`config.mk`:
```
export PLATFORM = sky130hd
export DESIGN_NAME = edf_task_table_scheduler_top_flat
export DESIGN_NICKNAME = d
export VERILOG_FILES = /design/src/design/edf_pkg.sv /design/src/design/edf_if.sv /design/src/design/edf_cell.sv /design/src/design/edf_task_table_scheduler_top.sv /design/src/flat_wrapper.sv
export SDC_FILE = /design/constraint.sdc
export NUM_CORES = 2
export LEC_CHECK = 0
export BUFFER_PORTS_ARGS = -buffer_cell sky130_fd_sc_hd__buf_2
export CORE_MARGIN = 10
export CORE_UTILIZATION = 63
export CTS_CLUSTER_SIZE = 12
export DETAILED_ROUTE_END_ITERATION = 7
export GPL_ROUTABILITY_DRIVEN = 0
export GPL_TIMING_DRIVEN = 0
export PLACE_DENSITY = 0.79
export SETUP_SLACK_MARGIN = 0.2
export SKIP_LAST_GASP = 1
export SLEW_MARGIN = 5
export SYNTH_ARGS = -nofsm -noshare
export SYNTH_HDL_FRONTEND = slang
export SYNTH_SLANG_ARGS = --single-unit
```
`constraint.sdc`:
```
create_clock -name i_clk -period 4.9 [get_ports i_clk]
set_clock_uncertainty 0.2 [all_clocks]
set_input_delay 0.49 -clock i_clk [delete_from_list [all_inputs] [get_ports i_clk]]
set_output_delay 0.49 -clock i_clk [all_outputs]
set_load 0.01 [all_outputs]
```
`src/design/edf_pkg.sv`:
```
`default_nettype none

package edf_pkg;

    // Widest slot index and time value over the legal parameter range.
    localparam int SLOT_MAX_BITS = 6;
    localparam int TIME_MAX_BITS = 32;

    typedef enum logic [2:0] {
        OP_CREATE     = 3'd0,
        OP_CREATE_DL  = 3'd1,
        OP_EXIT       = 3'd2,
        OP_SET_DL     = 3'd3,
        OP_YIELD      = 3'd4,
        OP_SLEEP      = 3'd5,
        OP_SCHEDULE   = 3'd6,
        OP_RESERVED   = 3'd7
    } t_op;

    typedef enum logic [1:0] {
        ST_DORMANT  = 2'd0,
        ST_READY    = 2'd1,
        ST_RUNNING  = 2'd2,
        ST_SLEEPING = 2'd3
    } t_slot_state;

    localparam logic [1:0] CFG_DEFAULT_DEADLINE = 2'd0;
    localparam logic [1:0] CFG_MIN_STACK        = 2'd1;
    localparam logic [1:0] CFG_MAX_STACK        = 2'd2;

    // Search record that walks the cell chain, one cell per cycle.
    typedef struct packed {
        logic                     valid;
        logic [SLOT_MAX_BITS-1:0] cur;
        logic [SLOT_MAX_BITS-1:0] target;
        logic                     found;
        logic [SLOT_MAX_BITS-1:0] best_slot;
        logic [TIME_MAX_BITS-1:0] best_time;
        logic                     free_found;
        logic [SLOT_MAX_BITS-1:0] free_slot;
        logic                     any_live;
        t_slot_state              cur_state;
        logic [TIME_MAX_BITS-1:0] cur_dl;
        t_slot_state              target_state;
    } t_scan;

    // Write broadcast to all cells. Port 1 only marks a slot running and
    // takes priority over port 0.
    typedef struct packed {
        logic                     en0;
        logic [SLOT_MAX_BITS-1:0] slot0;
        logic                     set_state;
        t_slot_state              state;
        logic                     set_dl;
        logic                     set_rem;
        logic [TIME_MAX_BITS-1:0] dl;
        logic [TIME_MAX_BITS-1:0] rem;
        logic                     en1;
        logic [SLOT_MAX_BITS-1:0] slot1;
    } t_wr;

endpackage

`default_nettype wire

```
`src/design/edf_if.sv`:
```
`default_nettype none

interface edf_task_if;
    logic        valid;
    logic        ready;
    logic [2:0]  operation;
    logic [3:0]  target_slot;
    logic [30:0] deadline_value;
    logic [15:0] stack_bytes;
    modport source (output valid, operation, target_slot, deadline_value, stack_bytes,
                    input ready);
    modport sink   (input valid, operation, target_slot, deadline_value, stack_bytes,
                    output ready);
endinterface

interface edf_result_if;
    logic       valid;
    logic       ready;
    logic       status;
    logic [3:0] task_slot;
    logic       switch_request;
    modport source (output valid, status, task_slot, switch_request, input ready);
    modport sink   (input valid, status, task_slot, switch_request, output ready);
endinterface

interface edf_cfg_if;
    logic        valid;
    logic        ready;
    logic [1:0]  index;
    logic [30:0] data;
    modport source (output valid, index, data, input ready);
    modport sink   (input valid, index, data, output ready);
endinterface

`default_nettype wire

```
`src/design/edf_cell.sv`:
```
`default_nettype none

module edf_cell #(
    parameter int IDX       = 0,
    parameter int TIME_BITS = 31
) (
    input  wire logic          i_clk,
    input  wire logic          i_rst_n,
    input  wire edf_pkg::t_scan i_scan,
    input  wire edf_pkg::t_wr   i_wr,
    output edf_pkg::t_scan      o_scan
);

    localparam logic [edf_pkg::SLOT_MAX_BITS-1:0] ID = edf_pkg::SLOT_MAX_BITS'(IDX);
    localparam logic [TIME_BITS-1:0] RST_TIME = (IDX == 0) ? {TIME_BITS{1'b1}} : '0;

    edf_pkg::t_slot_state r_state, n_state;
    logic [TIME_BITS-1:0] r_dl, n_dl;
    logic [TIME_BITS-1:0] r_rem, n_rem;
    edf_pkg::t_scan       r_scan, n_scan;

    // Fold this slot into the passing search record.
    always_comb begin
        n_scan = i_scan;
        if (ID != '0) begin
            if ((r_state == edf_pkg::ST_READY || r_state == edf_pkg::ST_RUNNING) &&
                (!i_scan.found ||
                 edf_pkg::TIME_MAX_BITS'(r_rem) < i_scan.best_time)) begin
                n_scan.found     = 1'b1;
                n_scan.best_slot = ID;
                n_scan.best_time = edf_pkg::TIME_MAX_BITS'(r_rem);
            end
            if (r_state == edf_pkg::ST_DORMANT && !i_scan.free_found) begin
                n_scan.free_found = 1'b1;
                n_scan.free_slot  = ID;
            end
        end
        if (r_state != edf_pkg::ST_DORMANT) begin
            n_scan.any_live = 1'b1;
        end
        if (i_scan.cur == ID) begin
            n_scan.cur_state = r_state;
            n_scan.cur_dl    = edf_pkg::TIME_MAX_BITS'(r_dl);
        end
        if (i_scan.target == ID) begin
            n_scan.target_state = r_state;
        end
    end

    always_comb begin
        n_state = r_state;
        n_dl    = r_dl;
        n_rem   = r_rem;
        if (i_wr.en0 && i_wr.slot0 == ID) begin
            if (i_wr.set_state) begin
                n_state = i_wr.state;
            end
            if (i_wr.set_dl) begin
                n_dl = i_wr.dl[TIME_BITS-1:0];
            end
            if (i_wr.set_rem) begin
                n_rem = i_wr.rem[TIME_BITS-1:0];
            end
        end
        if (i_wr.en1 && i_wr.slot1 == ID) begin
            n_state = edf_pkg::ST_RUNNING;
        end
    end

    always_ff @(posedge i_clk) begin
        if (!i_rst_n) begin
            r_state      <= (IDX == 0) ? edf_pkg::ST_READY : edf_pkg::ST_DORMANT;
            r_dl         <= RST_TIME;
            r_rem        <= RST_TIME;
            r_scan.valid <= 1'b0;
        end else begin
            r_state      <= n_state;
            r_dl         <= n_dl;
            r_rem        <= n_rem;
            r_scan.valid <= n_scan.valid;
        end
        r_scan.cur          <= n_scan.cur;
        r_scan.target       <= n_scan.target;
        r_scan.found        <= n_scan.found;
        r_scan.best_slot    <= n_scan.best_slot;
        r_scan.best_time    <= n_scan.best_time;
        r_scan.free_found   <= n_scan.free_found;
        r_scan.free_slot    <= n_scan.free_slot;
        r_scan.any_live     <= n_scan.any_live;
        r_scan.cur_state    <= n_scan.cur_state;
        r_scan.cur_dl       <= n_scan.cur_dl;
        r_scan.target_state <= n_scan.target_state;
    end

    assign o_scan = r_scan;

endmodule

`default_nettype wire

```
`src/design/edf_task_table_scheduler_top.sv`:
```
// Task table for an earliest-deadline-first scheduler.
// Channels: i_task carries one kernel operation per beat (operation, target_slot,
// deadline_value, stack_bytes); o_result returns exactly one beat per operation
// (status, task_slot, switch_request); i_cfg writes the default deadline and the
// stack limits and is always ready.
// Each task slot lives in one cell of a chain. An accepted operation launches a
// search record into the first cell; it moves one cell per cycle, gathering the
// earliest ready or running task, the lowest free slot and the state of the
// running and target slots. The last cell hands the record to the commit logic,
// which decides the result and broadcasts the table update to all cells at once.
// The result is registered once the search record has passed every cell and the
// commit logic; a new operation is accepted only after the previous one commits,
// as ready is high only in the idle state. The cell chain length sets the wait.
// A result waiting in the output register does not stop the next operation from
// being accepted; only its commit waits until the register is free.
// Synchronous reset puts slot 0 (the idle task) ready with the largest
// deadline, all other slots dormant, the running slot at 0, the live count at 0
// and the registers at 5, 512 and 32768.
`default_nettype none

module edf_task_table_scheduler_top #(
    parameter int TASK_SLOTS = 16,
    parameter int TIME_BITS  = 31
) (
    input  wire logic     i_clk,
    input  wire logic     i_rst_n,
    edf_task_if.sink      i_task,
    edf_result_if.source  o_result,
    edf_cfg_if.sink       i_cfg
);

    localparam int SW = (TASK_SLOTS > 1) ? $clog2(TASK_SLOTS) : 1;
    localparam int LW = $clog2(TASK_SLOTS) + 1;
    localparam int MB = edf_pkg::SLOT_MAX_BITS;
    localparam int TB = edf_pkg::TIME_MAX_BITS;

    // Controller states, one-hot.
    typedef enum logic [2:0] {
        S_IDLE = 3'b001,
        S_SCAN = 3'b010,
        S_DONE = 3'b100
    } t_ctrl;

    t_ctrl r_state, n_state;

    // Configuration registers.
    logic [TIME_BITS-1:0] r_ddl;
    logic [15:0]          r_min_stack;
    logic [15:0]          r_max_stack;
    logic [TIME_BITS+30:0] cfg_wide;

    assign i_cfg.ready = 1'b1;
    assign cfg_wide    = {{TIME_BITS{1'b0}}, i_cfg.data};

    always_ff @(posedge i_clk) begin
        if (!i_rst_n) begin
            r_ddl       <= TIME_BITS'(5);
            r_min_stack <= 16'd512;
            r_max_stack <= 16'd32768;
        end else if (i_cfg.valid) begin
            case (i_cfg.index)
                edf_pkg::CFG_DEFAULT_DEADLINE: r_ddl       <= cfg_wide[TIME_BITS-1:0];
                edf_pkg::CFG_MIN_STACK:        r_min_stack <= i_cfg.data[15:0];
                edf_pkg::CFG_MAX_STACK:        r_max_stack <= i_cfg.data[15:0];
                default: ;
            endcase
        end
    end

    // The operation held for the whole search.
    edf_pkg::t_op         r_op;
    logic [3:0]           r_target;
    logic [TIME_BITS-1:0] r_dl;
    logic [15:0]          r_stack;
    logic [SW-1:0]        r_cur;
    logic [LW-1:0]        r_live;
    logic                 r_go;
    edf_pkg::t_scan       r_res;
    logic [TIME_BITS+30:0] dl_wide;
    logic                 in_fire;

    assign i_task.ready = (r_state == S_IDLE);
    assign in_fire      = i_task.valid && i_task.ready;
    assign dl_wide      = {{TIME_BITS{1'b0}}, i_task.deadline_value};

    // Cell chain.
    edf_pkg::t_scan chain [TASK_SLOTS];
    edf_pkg::t_scan launch;
    edf_pkg::t_wr   wr;

    always_comb begin
        launch              = '0;
        launch.valid        = r_go;
        launch.cur          = MB'(r_cur);
        launch.target       = MB'(r_target);
        launch.cur_state    = edf_pkg::ST_DORMANT;
        launch.target_state = edf_pkg::ST_DORMANT;
    end

    for (genvar k = 0; k < TASK_SLOTS; k++) begin : g_cell
        edf_cell #(
            .IDX       (k),
            .TIME_BITS (TIME_BITS)
        ) u_cell (
            .i_clk   (i_clk),
            .i_rst_n (i_rst_n),
            .i_scan  ((k == 0) ? launch : chain[(k == 0) ? 0 : k - 1]),
            .i_wr    (wr),
            .o_scan  (chain[k])
        );
    end

    // Commit logic: decide the result from the finished search record.
    logic                 commit;
    logic                 res_status;
    logic [MB-1:0]        res_slot;
    logic                 res_sw;
    logic                 n_cur_en;
    logic [MB-1:0]        n_cur;
    logic                 live_inc;
    logic                 live_dec;
    logic                 create_ok;
    logic [TIME_BITS-1:0] new_dl;
    logic [TB-1:0]        cmp_dl;
    logic                 cur_live;
    logic [MB-1:0]        chosen;

    assign commit = (r_state == S_DONE) && (!o_result.valid || o_result.ready);

    always_comb begin
        new_dl    = (r_op == edf_pkg::OP_CREATE) ? r_ddl : r_dl;
        create_ok = (r_stack >= r_min_stack) && (r_stack <= r_max_stack) &&
                    (r_live < LW'(TASK_SLOTS - 1)) && r_res.free_found;
        // A new task may land in the running slot after an exit; the
        // deadline compared is then the one just written.
        cmp_dl    = (r_res.free_slot == MB'(r_cur)) ? TB'(new_dl) : r_res.cur_dl;
        cur_live  = (r_res.cur_state != edf_pkg::ST_DORMANT);
        chosen    = r_res.found ? r_res.best_slot : '0;

        res_status = 1'b1;
        res_slot   = '0;
        res_sw     = 1'b0;
        n_cur_en   = 1'b0;
        n_cur      = chosen;
        live_inc   = 1'b0;
        live_dec   = 1'b0;
        wr         = '0;
        wr.state   = edf_pkg::ST_DORMANT;

        case (r_op)
            edf_pkg::OP_CREATE, edf_pkg::OP_CREATE_DL: begin
                if (create_ok && !(r_op == edf_pkg::OP_CREATE_DL && r_dl == '0)) begin
                    res_status   = 1'b0;
                    res_slot     = r_res.free_slot;
                    res_sw       = TB'(new_dl) < cmp_dl;
                    live_inc     = 1'b1;
                    wr.en0       = 1'b1;
                    wr.slot0     = r_res.free_slot;
                    wr.set_state = 1'b1;
                    wr.state     = edf_pkg::ST_READY;
                    wr.set_dl    = 1'b1;
                    wr.set_rem   = 1'b1;
                    wr.dl        = TB'(new_dl);
                    wr.rem       = TB'(new_dl);
                end
            end
            edf_pkg::OP_EXIT: begin
                if (r_cur != '0 && cur_live) begin
                    res_status   = 1'b0;
                    res_sw       = 1'b1;
                    live_dec     = (r_live != '0);
                    wr.en0       = 1'b1;
                    wr.slot0     = MB'(r_cur);
                    wr.set_state = 1'b1;
                    wr.state     = edf_pkg::ST_DORMANT;
                end
            end
            edf_pkg::OP_SET_DL: begin
                if (r_dl != '0 && r_target != '0 &&
                    7'(r_target) < 7'(TASK_SLOTS) &&
                    MB'(r_target) != MB'(r_cur) &&
                    r_res.target_state == edf_pkg::ST_READY) begin
                    res_status = 1'b0;
                    wr.en0     = 1'b1;
                    wr.slot0   = MB'(r_target);
                    wr.set_dl  = 1'b1;
                    wr.set_rem = 1'b1;
                    wr.dl      = TB'(r_dl);
                    wr.rem     = TB'(r_dl);
                end
            end
            edf_pkg::OP_YIELD: begin
                if (cur_live) begin
                    res_status = 1'b0;
                    res_sw     = 1'b1;
                    wr.en0     = 1'b1;
                    wr.slot0   = MB'(r_cur);
                    wr.set_rem = 1'b1;
                    wr.rem     = r_res.cur_dl;
                end
            end
            edf_pkg::OP_SLEEP: begin
                if (cur_live) begin
                    res_status   = 1'b0;
                    res_sw       = 1'b1;
                    wr.en0       = 1'b1;
                    wr.slot0     = MB'(r_cur);
                    wr.set_state = 1'b1;
                    wr.state     = edf_pkg::ST_SLEEPING;
                end
            end
            edf_pkg::OP_SCHEDULE: begin
                res_status = 1'b0;
                if (!r_res.any_live) begin
                    res_slot = MB'(r_cur);
                end else begin
                    res_slot     = chosen;
                    n_cur_en     = 1'b1;
                    wr.en0       = (r_res.cur_state == edf_pkg::ST_READY ||
                                    r_res.cur_state == edf_pkg::ST_RUNNING);
                    wr.slot0     = MB'(r_cur);
                    wr.set_state = 1'b1;
                    wr.state     = edf_pkg::ST_READY;
                    wr.en1       = 1'b1;
                    wr.slot1     = chosen;
                end
            end
            default: ;
        endcase

        if (!commit) begin
            wr.en0 = 1'b0;
            wr.en1 = 1'b0;
        end
    end

    // Sequencer.
    always_comb begin
        n_state = r_state;
        case (r_state)
            S_IDLE:  if (in_fire) n_state = S_SCAN;
            S_SCAN:  if (chain[TASK_SLOTS-1].valid) n_state = S_DONE;
            S_DONE:  if (commit) n_state = S_IDLE;
            default: n_state = S_IDLE;
        endcase
    end

    logic       r_out_valid;
    logic       r_out_status;
    logic [3:0] r_out_slot;
    logic       r_out_sw;

    always_ff @(posedge i_clk) begin
        if (!i_rst_n) begin
            r_state     <= S_IDLE;
            r_go        <= 1'b0;
            r_cur       <= '0;
            r_live      <= '0;
            r_out_valid <= 1'b0;
        end else begin
            r_state <= n_state;
            r_go    <= in_fire;
            if (commit && n_cur_en) begin
                r_cur <= n_cur[SW-1:0];
            end
            if (commit && live_inc) begin
                r_live <= r_live + 1'b1;
            end else if (commit && live_dec) begin
                r_live <= r_live - 1'b1;
            end
            if (commit) begin
                r_out_valid <= 1'b1;
            end else if (o_result.ready) begin
                r_out_valid <= 1'b0;
            end
        end
        if (in_fire) begin
            r_op     <= edf_pkg::t_op'(i_task.operation);
            r_target <= i_task.target_slot;
            r_dl     <= dl_wide[TIME_BITS-1:0];
            r_stack  <= i_task.stack_bytes;
        end
        if (chain[TASK_SLOTS-1].valid) begin
            r_res <= chain[TASK_SLOTS-1];
        end
        if (commit) begin
            r_out_status <= res_status;
            r_out_slot   <= res_slot[3:0];
            r_out_sw     <= res_sw;
        end
    end

    assign o_result.valid          = r_out_valid;
    assign o_result.status         = r_out_status;
    assign o_result.task_slot      = r_out_slot;
    assign o_result.switch_request = r_out_sw;

`ifndef SYNTHESIS
    a_accept_starts_scan: assert property (@(posedge i_clk) disable iff (!i_rst_n)
        in_fire |=> (r_state == S_SCAN && r_go))
        else $error("accepted operation did not launch a search");

    a_live_bounded: assert property (@(posedge i_clk) disable iff (!i_rst_n)
        r_live <= LW'(TASK_SLOTS - 1))
        else $error("live task count exceeds the usable slots");

    a_result_from_commit: assert property (@(posedge i_clk) disable iff (!i_rst_n)
        $rose(r_out_valid) |-> $past(r_state == S_DONE))
        else $error("result appeared without a commit");

    a_search_single: assert property (@(posedge i_clk) disable iff (!i_rst_n)
        chain[TASK_SLOTS-1].valid |-> (r_state == S_SCAN))
        else $error("search record finished outside a scan");
`endif

endmodule

`default_nettype wire

```
`src/flat_wrapper.sv`:
```
// flat-port wrapper written by rule: the top's interface ports become plain ports
module edf_task_table_scheduler_top_flat 
#(
    parameter int TASK_SLOTS = 16,
    parameter int TIME_BITS  = 31
)
  (i_clk, i_rst_n, i_task_valid, i_task_operation, i_task_target_slot, i_task_deadline_value, i_task_stack_bytes, i_task_ready, o_result_valid, o_result_status, o_result_task_slot, o_result_switch_request, o_result_ready, i_cfg_valid, i_cfg_index, i_cfg_data, i_cfg_ready);
  edf_task_if i_task_i ();
  edf_result_if o_result_i ();
  edf_cfg_if i_cfg_i ();
  input  wire logic i_clk;
  input  wire logic i_rst_n;
  input wire logic [$bits(i_task_i.valid)-1:0] i_task_valid;
  input wire logic [$bits(i_task_i.operation)-1:0] i_task_operation;
  input wire logic [$bits(i_task_i.target_slot)-1:0] i_task_target_slot;
  input wire logic [$bits(i_task_i.deadline_value)-1:0] i_task_deadline_value;
  input wire logic [$bits(i_task_i.stack_bytes)-1:0] i_task_stack_bytes;
  output wire logic [$bits(i_task_i.ready)-1:0] i_task_ready;
  output wire logic [$bits(o_result_i.valid)-1:0] o_result_valid;
  output wire logic [$bits(o_result_i.status)-1:0] o_result_status;
  output wire logic [$bits(o_result_i.task_slot)-1:0] o_result_task_slot;
  output wire logic [$bits(o_result_i.switch_request)-1:0] o_result_switch_request;
  input wire logic [$bits(o_result_i.ready)-1:0] o_result_ready;
  input wire logic [$bits(i_cfg_i.valid)-1:0] i_cfg_valid;
  input wire logic [$bits(i_cfg_i.index)-1:0] i_cfg_index;
  input wire logic [$bits(i_cfg_i.data)-1:0] i_cfg_data;
  output wire logic [$bits(i_cfg_i.ready)-1:0] i_cfg_ready;
  assign i_task_i.valid = i_task_valid;
  assign i_task_i.operation = i_task_operation;
  assign i_task_i.target_slot = i_task_target_slot;
  assign i_task_i.deadline_value = i_task_deadline_value;
  assign i_task_i.stack_bytes = i_task_stack_bytes;
  assign i_task_ready = i_task_i.ready;
  assign o_result_valid = o_result_i.valid;
  assign o_result_status = o_result_i.status;
  assign o_result_task_slot = o_result_i.task_slot;
  assign o_result_switch_request = o_result_i.switch_request;
  assign o_result_i.ready = o_result_ready;
  assign i_cfg_i.valid = i_cfg_valid;
  assign i_cfg_i.index = i_cfg_index;
  assign i_cfg_i.data = i_cfg_data;
  assign i_cfg_ready = i_cfg_i.ready;
  edf_task_table_scheduler_top #(.TASK_SLOTS(TASK_SLOTS), .TIME_BITS(TIME_BITS)) u_core (.i_clk(i_clk), .i_rst_n(i_rst_n), .i_task(i_task_i), .o_result(o_result_i), .i_cfg(i_cfg_i));
endmodule
```
* Word-level counts from Yosys, hierarchy flattened *
Cells that the tools add are included.

operators by class
  add/sub/neg operators = 2
  $lt $le $gt $ge = 18
  eq/ne operators = 109
  mux-type cells = 141
  bitwise operators = 1
  reductions and logical operators = 295

operators with widths
  cell                                                                    count
  34-bit 2-to-1 mux                                                       15
  31-bit by 32-bit less-than comparator with 1-bit output                 15
  31-bit 2-to-1 mux                                                       15
  2-bit AND reduction                                                     65
  2-bit 2-to-1 mux                                                        63
  2-bit nonzero test                                                      51
  6-bit by 4-bit equality test with 1-bit output (second input constant)  16
  31-bit case mux with 3 select lines                                     1
  76-bit 2-to-1 mux                                                       1
  1-bit logical AND                                                       74
  66-bit 2-to-1 mux                                                       1
  4-bit equality test (second input constant)                             16
  31-bit case mux with 2 select lines                                     1
  6-bit by 3-bit equality test with 1-bit output (second input constant)  8
  7-bit case mux with 6 select lines                                      1
  39-bit 2-to-1 mux                                                       1
  2-bit by 1-bit equality test with 1-bit output (second input constant)  18
  7-bit 2-to-1 mux                                                        5
  2-bit equality test (second input constant)                             17
  2-bit OR reduction                                                      17
  4-bit by 3-bit equality test with 1-bit output (second input constant)  8
  2-bit zero test                                                         16
  32-bit 2-to-1 mux                                                       1
  31-bit zero test                                                        1
  other kinds (37)                                                        139

storage, ports and cells
  register bits = 2567
  output and inout bits = 9
  logic and storage cells = 865

* Longest topological paths before layout *
  depth in word-level cells = 11
  gate-level depth with buffers = 19
  mapped depth without buffers = 16

* Modules after synthesis *
A second synthesis with hierarchy kept.

second synthesis, totals
  cell total of the unflattened synthesis = 10237
  area, all modules = 105665.1 um^2

modules (own cells, without submodules)
  module                                   times used  cells each  area each (um^2)  seq. area each (um^2)
  edf_cell (u_core.g_cell[10].u_cell ...)  4           594         6068.3            3203.1
  edf_cell (u_core.g_cell[1].u_cell ...)   2           594         6336.1            3203.1
  edf_cell (u_core.g_cell[11].u_cell ...)  2           593         6100.9            3203.1
  edf_cell (u_core.g_cell[4].u_cell ...)   2           597         6099.6            3203.1
  edf_cell (u_core.g_cell[13].u_cell ...)  2           595         6097.1            3203.1
  edf_task_table_scheduler_top             1           1019        9854.5            4874.7
  edf_cell (u_core.g_cell[3].u_cell)       1           593         6286.0            3203.1
  edf_cell (u_core.g_cell[15].u_cell)      1           593         6052.1            3203.1
  edf_cell (u_core.g_cell[12].u_cell)      1           597         6048.3            3203.1
  edf_cell (u_core.g_cell[0].u_cell)       1           301         3883.7            2582.5

* Worst setup path before layout *
Ideal clock, no wire load.

  path type = reg-to-reg
  start point = reg u_core.r_stack[10]
  end point = reg u_core.r_live[4]
  library setup time = 0.070 ns
  arrival = 3.666 ns
  data required time = 4.630 ns
  slack = 0.964 ns
  stages on the path, launching flop included = 16
  path buffers = 3
  period minus slack after synthesis = 3.936 ns
  cells stage by stage = edfxtp_1 > ha_1 > nand4_1 > or4_1 > nor3_1 > o21ba_2 > buf_2 > buf_2 > buf_1 > nand2_1 > ha_1 > a21o_1 > a21oi_1 > mux2i_1 > or3_1 > a21oi_1

between the ends
  word-level cells in the longest chain between the ends = 9

ends and longest elaborated chain
  item                                                                            RTL line                             text
  from (decl)                                                                     edf_task_table_scheduler_top.sv:74   logic [15:0] r_stack;
  from (signal assigned)                                                          edf_task_table_scheduler_top.sv:281  r_stack <= i_task.stack_bytes;
  16-bit >= comparator / 16-bit less-or-equal comparator (equally long branches)  edf_task_table_scheduler_top.sv:132  create_ok = (r_stack >= r_min_stack) && (r_stack <= r_max_stack) &&
  1-bit logical AND (*) (2 in series)                                             edf_task_table_scheduler_top.sv:132
  1-bit logical AND (*)                                                           edf_task_table_scheduler_top.sv:133  (r_live < LW'(TASK_SLOTS - 1)) && r_res.free_found;
  1-bit logical AND (*)                                                           edf_task_table_scheduler_top.sv:152  if (create_ok && !(r_op == edf_pkg::OP_CREATE_DL && r_dl == '0)) begin
  1-bit 2-to-1 mux (*)                                                            edf_task_table_scheduler_top.sv:152
  1-bit 2-to-1 mux (*)                                                            edf_task_table_scheduler_top.sv:150  case (r_op)
  1-bit logical AND (*)                                                           edf_task_table_scheduler_top.sv:266  if (commit && live_inc) begin
  5-bit 2-to-1 mux / 2-bit nonzero test (equally long branches)                   --
  to (signal assigned)                                                            edf_task_table_scheduler_top.sv:267  r_live <= r_live + 1'b1;
  to (signal assigned)                                                            edf_task_table_scheduler_top.sv:269  r_live <= r_live - 1'b1;
  to (decl)                                                                       edf_task_table_scheduler_top.sv:76   logic [LW-1:0] r_live;

Mark *: on every way between the ends. The rest lies on a longest branch, timed or not.
A chain may end at the register's enable or synchronous reset.

* Worst setup path after layout *
  start point = reg u_core.r_op[0]
  end point = reg u_core.r_out_sw (netlist: u_core.o_result.switch_request) (data pin)

between the ends
  word-level cells in the longest chain between the ends = 6

ends and longest elaborated chain
  item                                                                                                 RTL line                                                                                                       text
  from (decl)                                                                                          edf_task_table_scheduler_top.sv:71                                                                             edf_pkg::t_op r_op;
  from (signal assigned)                                                                               edf_task_table_scheduler_top.sv:278                                                                            r_op <= edf_pkg::t_op'(i_task.operation);
  3-bit zero test / 3-bit by 1-bit equality test with 1-bit output (equally long branches)             edf_task_table_scheduler_top.sv:131, edf_task_table_scheduler_top.sv:150, edf_task_table_scheduler_top.sv:152
  31-bit 2-to-1 mux / 1-bit logical AND (equally long branches)                                        edf_task_table_scheduler_top.sv:131, edf_task_table_scheduler_top.sv:152
  32-bit 2-to-1 mux / 1-bit zero test (equally long branches)                                          edf_task_table_scheduler_top.sv:136, edf_task_table_scheduler_top.sv:152
  31-bit by 32-bit less-than comparator with 1-bit output / 1-bit logical AND (equally long branches)  edf_task_table_scheduler_top.sv:155, edf_task_table_scheduler_top.sv:152
  1-bit 2-to-1 mux                                                                                     edf_task_table_scheduler_top.sv:152
  1-bit case mux with 3 select lines (*)                                                               edf_task_table_scheduler_top.sv:150
  via u_core.res_sw                                                                                    edf_task_table_scheduler_top.sv:117                                                                            logic res_sw;
  to (signal assigned)                                                                                 edf_task_table_scheduler_top.sv:289                                                                            r_out_sw <= res_sw;
  to (decl)                                                                                            edf_task_table_scheduler_top.sv:251                                                                            logic r_out_sw;

The timed path passes the listed nets; every way through them passes the cells marked *.

==> results_dict.tcl <==
set metrics [dict create \
    fin_util 0.7201 \
    final_antenna_net_count 0 \
    cap_violations 1 \
    cts_buffers 234 \
    cts_max_level 4 \
    grt_pass1_vias 72780 \
    drc 85 \
    synth-async-reset-ratio 0 \
    io_buffers 98 \
    crit_fanout 10 \
    placed_cell_area_mm2 0.09849 \
    fin_crit_ps 4980 \
    clockBufferDepth 3 \
    wl_um 289100 \
    syn_avg_cell_area_um2 10.59 \
    syn-num-nets 9588 \
    root_buffer "clkbuf_16" \
    layout_setup_ws_ps -79.69 \
    crit_path_start_kind "flip-flop" \
    seq_area_frac_synth 0.5257 \
    grt_max_degree 35 \
    ios 101 \
    synth_edf_count 106 \
    design_area_mm2 0.1080 \
    rows 142 \
    stdcell_count 11650 \
    clk_latency_ps 900 \
    grt_pass1_wl_um 429100 \
    finalNetCount 10090 \
    worstPathRequired_ps 5270 \
    syn_inst 8994 \
    ys_types 78 \
    cp-end-kind "flip-flop" \
    synth.area.top_cells "dfxtp_1, mux2_2, ha_1, mux2i_1, nand2_1" \
    min_path_type "input pin to flip-flop" \
    drt_iter0_markers 7369 \
    multiInputGateArea_mm2 0.04142 \
    yosys.area.top_type "dfxtp_1" \
    critPathArrivalTime_ps 5350 \
    regArea_mm2 0.05007 \
    peakVddDrop_mv 0.3563 \
    fin_crit_sh 1.016 \
    fmax_mhz 200.8 \
    slew_viol_final 13 \
    violations "DRC, capacitance limit, slew limit, setup timing" \
    drt-pass1-iter-count 8 \
    post_drt_wl_per_cell_um 24.82 \
    rr_worst_depth 11 \
    vias 71650 \
    via_per_inst 6.150 \
    final_common_cell "dfxtp_1" \
    rsz0062_at_grt "yes" \
    die_h_um 408.8 \
    dp_slack_ps -1354 \
    dpl.hpwl_um 205700 \
    p_leak_nw 43.03 \
    synth_ff_type "dfxtp_1" \
    worstSetupPathType "flip-flop to flip-flop" \
    ys_ff_latch 2448 \
    yosysTopAreaCellShare 0.4923 \
    start_util 0.6351 \
    dieArea_mm2 0.1671 \
    cts_tree "built" \
    core_mm2 0.1500 \
    gr-total-overflow 0 \
    cts_sinks 2448 \
    hold_viol 0 \
    n_fill_cell 10110 \
    grt_usage 0.3308 \
    area.growth.synth_to_final_pct 13.39 \
    yosys_warnings 0 \
    die_x_um 408.8 \
    drive_gt1_frac 0.1717 \
    total_power_mw 38.43 \
    synth_area_mm2 0.09523 \
    status "finished with violations" \
    dp.cells 11120 \
    tightest_slew_ps 1542 \
    clk_pin_slew_ps 60 \
    power.density_mw_per_mm2 355.9 \
    relSlewSlack -0.02786 \
    holdPathStages 2 \
    antenna_found_initial 27 \
    final_cell_mix "dfxtp_1, nand2_1, mux2_2, inv_1, ha_1" \
    finalSetupViolCount 1 \
]
==> flip-flops by register name, summed over array words and instances, names as in the netlist, 3 cells and up <==
signal and flops:
u_core.r_cur 4, u_core.r_max_stack 16, u_core.r_stack 16, u_core.r_dl 31, u_core.o_result.task_slot 4, u_core.g_cell.u_cell.o_scan 1272
u_core.r_min_stack 16, u_core.r_target 4, u_core.r_ddl 31, u_core.g_cell.u_cell.r_rem 465, u_core.r_res 46, u_core.r_live 5
u_core.g_cell.u_cell.r_state 32, u_core.r_op 3, u_core.r_state 3, u_core.g_cell.u_cell.r_dl 496
==> Yosys cell counts, drive strengths merged (103+ instances only) <==
master / n
mux2: 846
mux2i: 466
nand4: 136
a21o: 190
inv: 541
nand3: 134
nand2: 863
buf: 103
nor2: 331
and2: 108
dfxtp: 2342
a21oi: 425
ha: 501
a211oi: 431
edfxtp: 106
o21ai: 155
clkbuf: 483
o211ai: 137
==> final timing paths <==
kind / from / endpoint / slack, ps
min reg2reg: u_core.g_cell[8].u_cell.o_scan[90] / u_core.g_cell[9].u_cell.o_scan[90] / 140
max reg2reg: u_core.r_op[0] / u_core.o_result.switch_request / -80
min: i_task_stack_bytes[11] / u_core.r_stack[11] / 100
max: u_core.r_op[0] / u_core.o_result.switch_request / -80
==> cell type report <==
class,count,share of cell area
Sequential cell,2448,0.4637
Multi-Input combinational cell,5419,0.3836
Clock buffer,339,0.06142
Buffer,585,0.02440
Tap cell,2016,0.02336
Timing Repair Buffer,262,0.01978
Inverter,541,0.01881
Clock inverter,23,0.004588
Antenna cell,17,0.0003940
==> power by group <==
part,leakage (nW),switching [mW],internal (mW)
clock network,3.43,7.67,9.38
logic,19.7,0.834,0.297
registers,19.9,0.111,20.1
total,43.0,8.62,29.8
==> cells by family after synthesis <==
kind of cell             count (synthesis)  synth area share
XOR/XNOR                                11          0.001012
other                                    1        0.00003938
multiplexers                          1312            0.1490
buffers and inverters                 1127           0.04568
AND/OR/NAND/NOR                       1965           0.09795
AO/OA/AOI/OAI                         1628            0.1145
flip-flops                            2448            0.5257
adder cells (fa/ha/maj)                502           0.06603
==> what timing repair did <==
item / CTS / global route
setup endpoints to repair: 946 / 708
endpoints found under the hold margin: 122 / 0
buffers inserted: 42 / 16
hold buffers: 95 / 0
pin swaps: 32 / 13
resized for setup: 171 / 94
==> metal layers <==
layer | vias to the layer above | track usage | wire length [um]
li1 | 32440 | - | -
met1 | 34260 | 0.3801 | 106300
met2 | 3631 | 0.5271 | 129100
met3 | 1302 | 0.08773 | 27340
met4 | 12 | 0.2495 | 26330
met5 | - | 0 | 78
==> per-stage QoR <==
step                      hold WS [ps]  setup TNS [ps]
after detailed placement         129.3         -375780
after CTS                        7.323               0
after floorplan                  122.4               0
final                            102.9          -79.69
after global placement           126.3         -780290
after global routing             107.2          -106.6
==> worst max-delay path, stage by stage (launching register included) <==
cell	delay, ps
edfxtp_1	460
clkbuf_1	320
nor3_4	520
clkbuf_1	620
mux2i_1	500
inv_1	140
ha_1	360
nand2_1	70
o21ai_0	370
o211ai_1	230
a21oi_1	560
o311ai_1	290
Power figures use the tool's default switching activity.
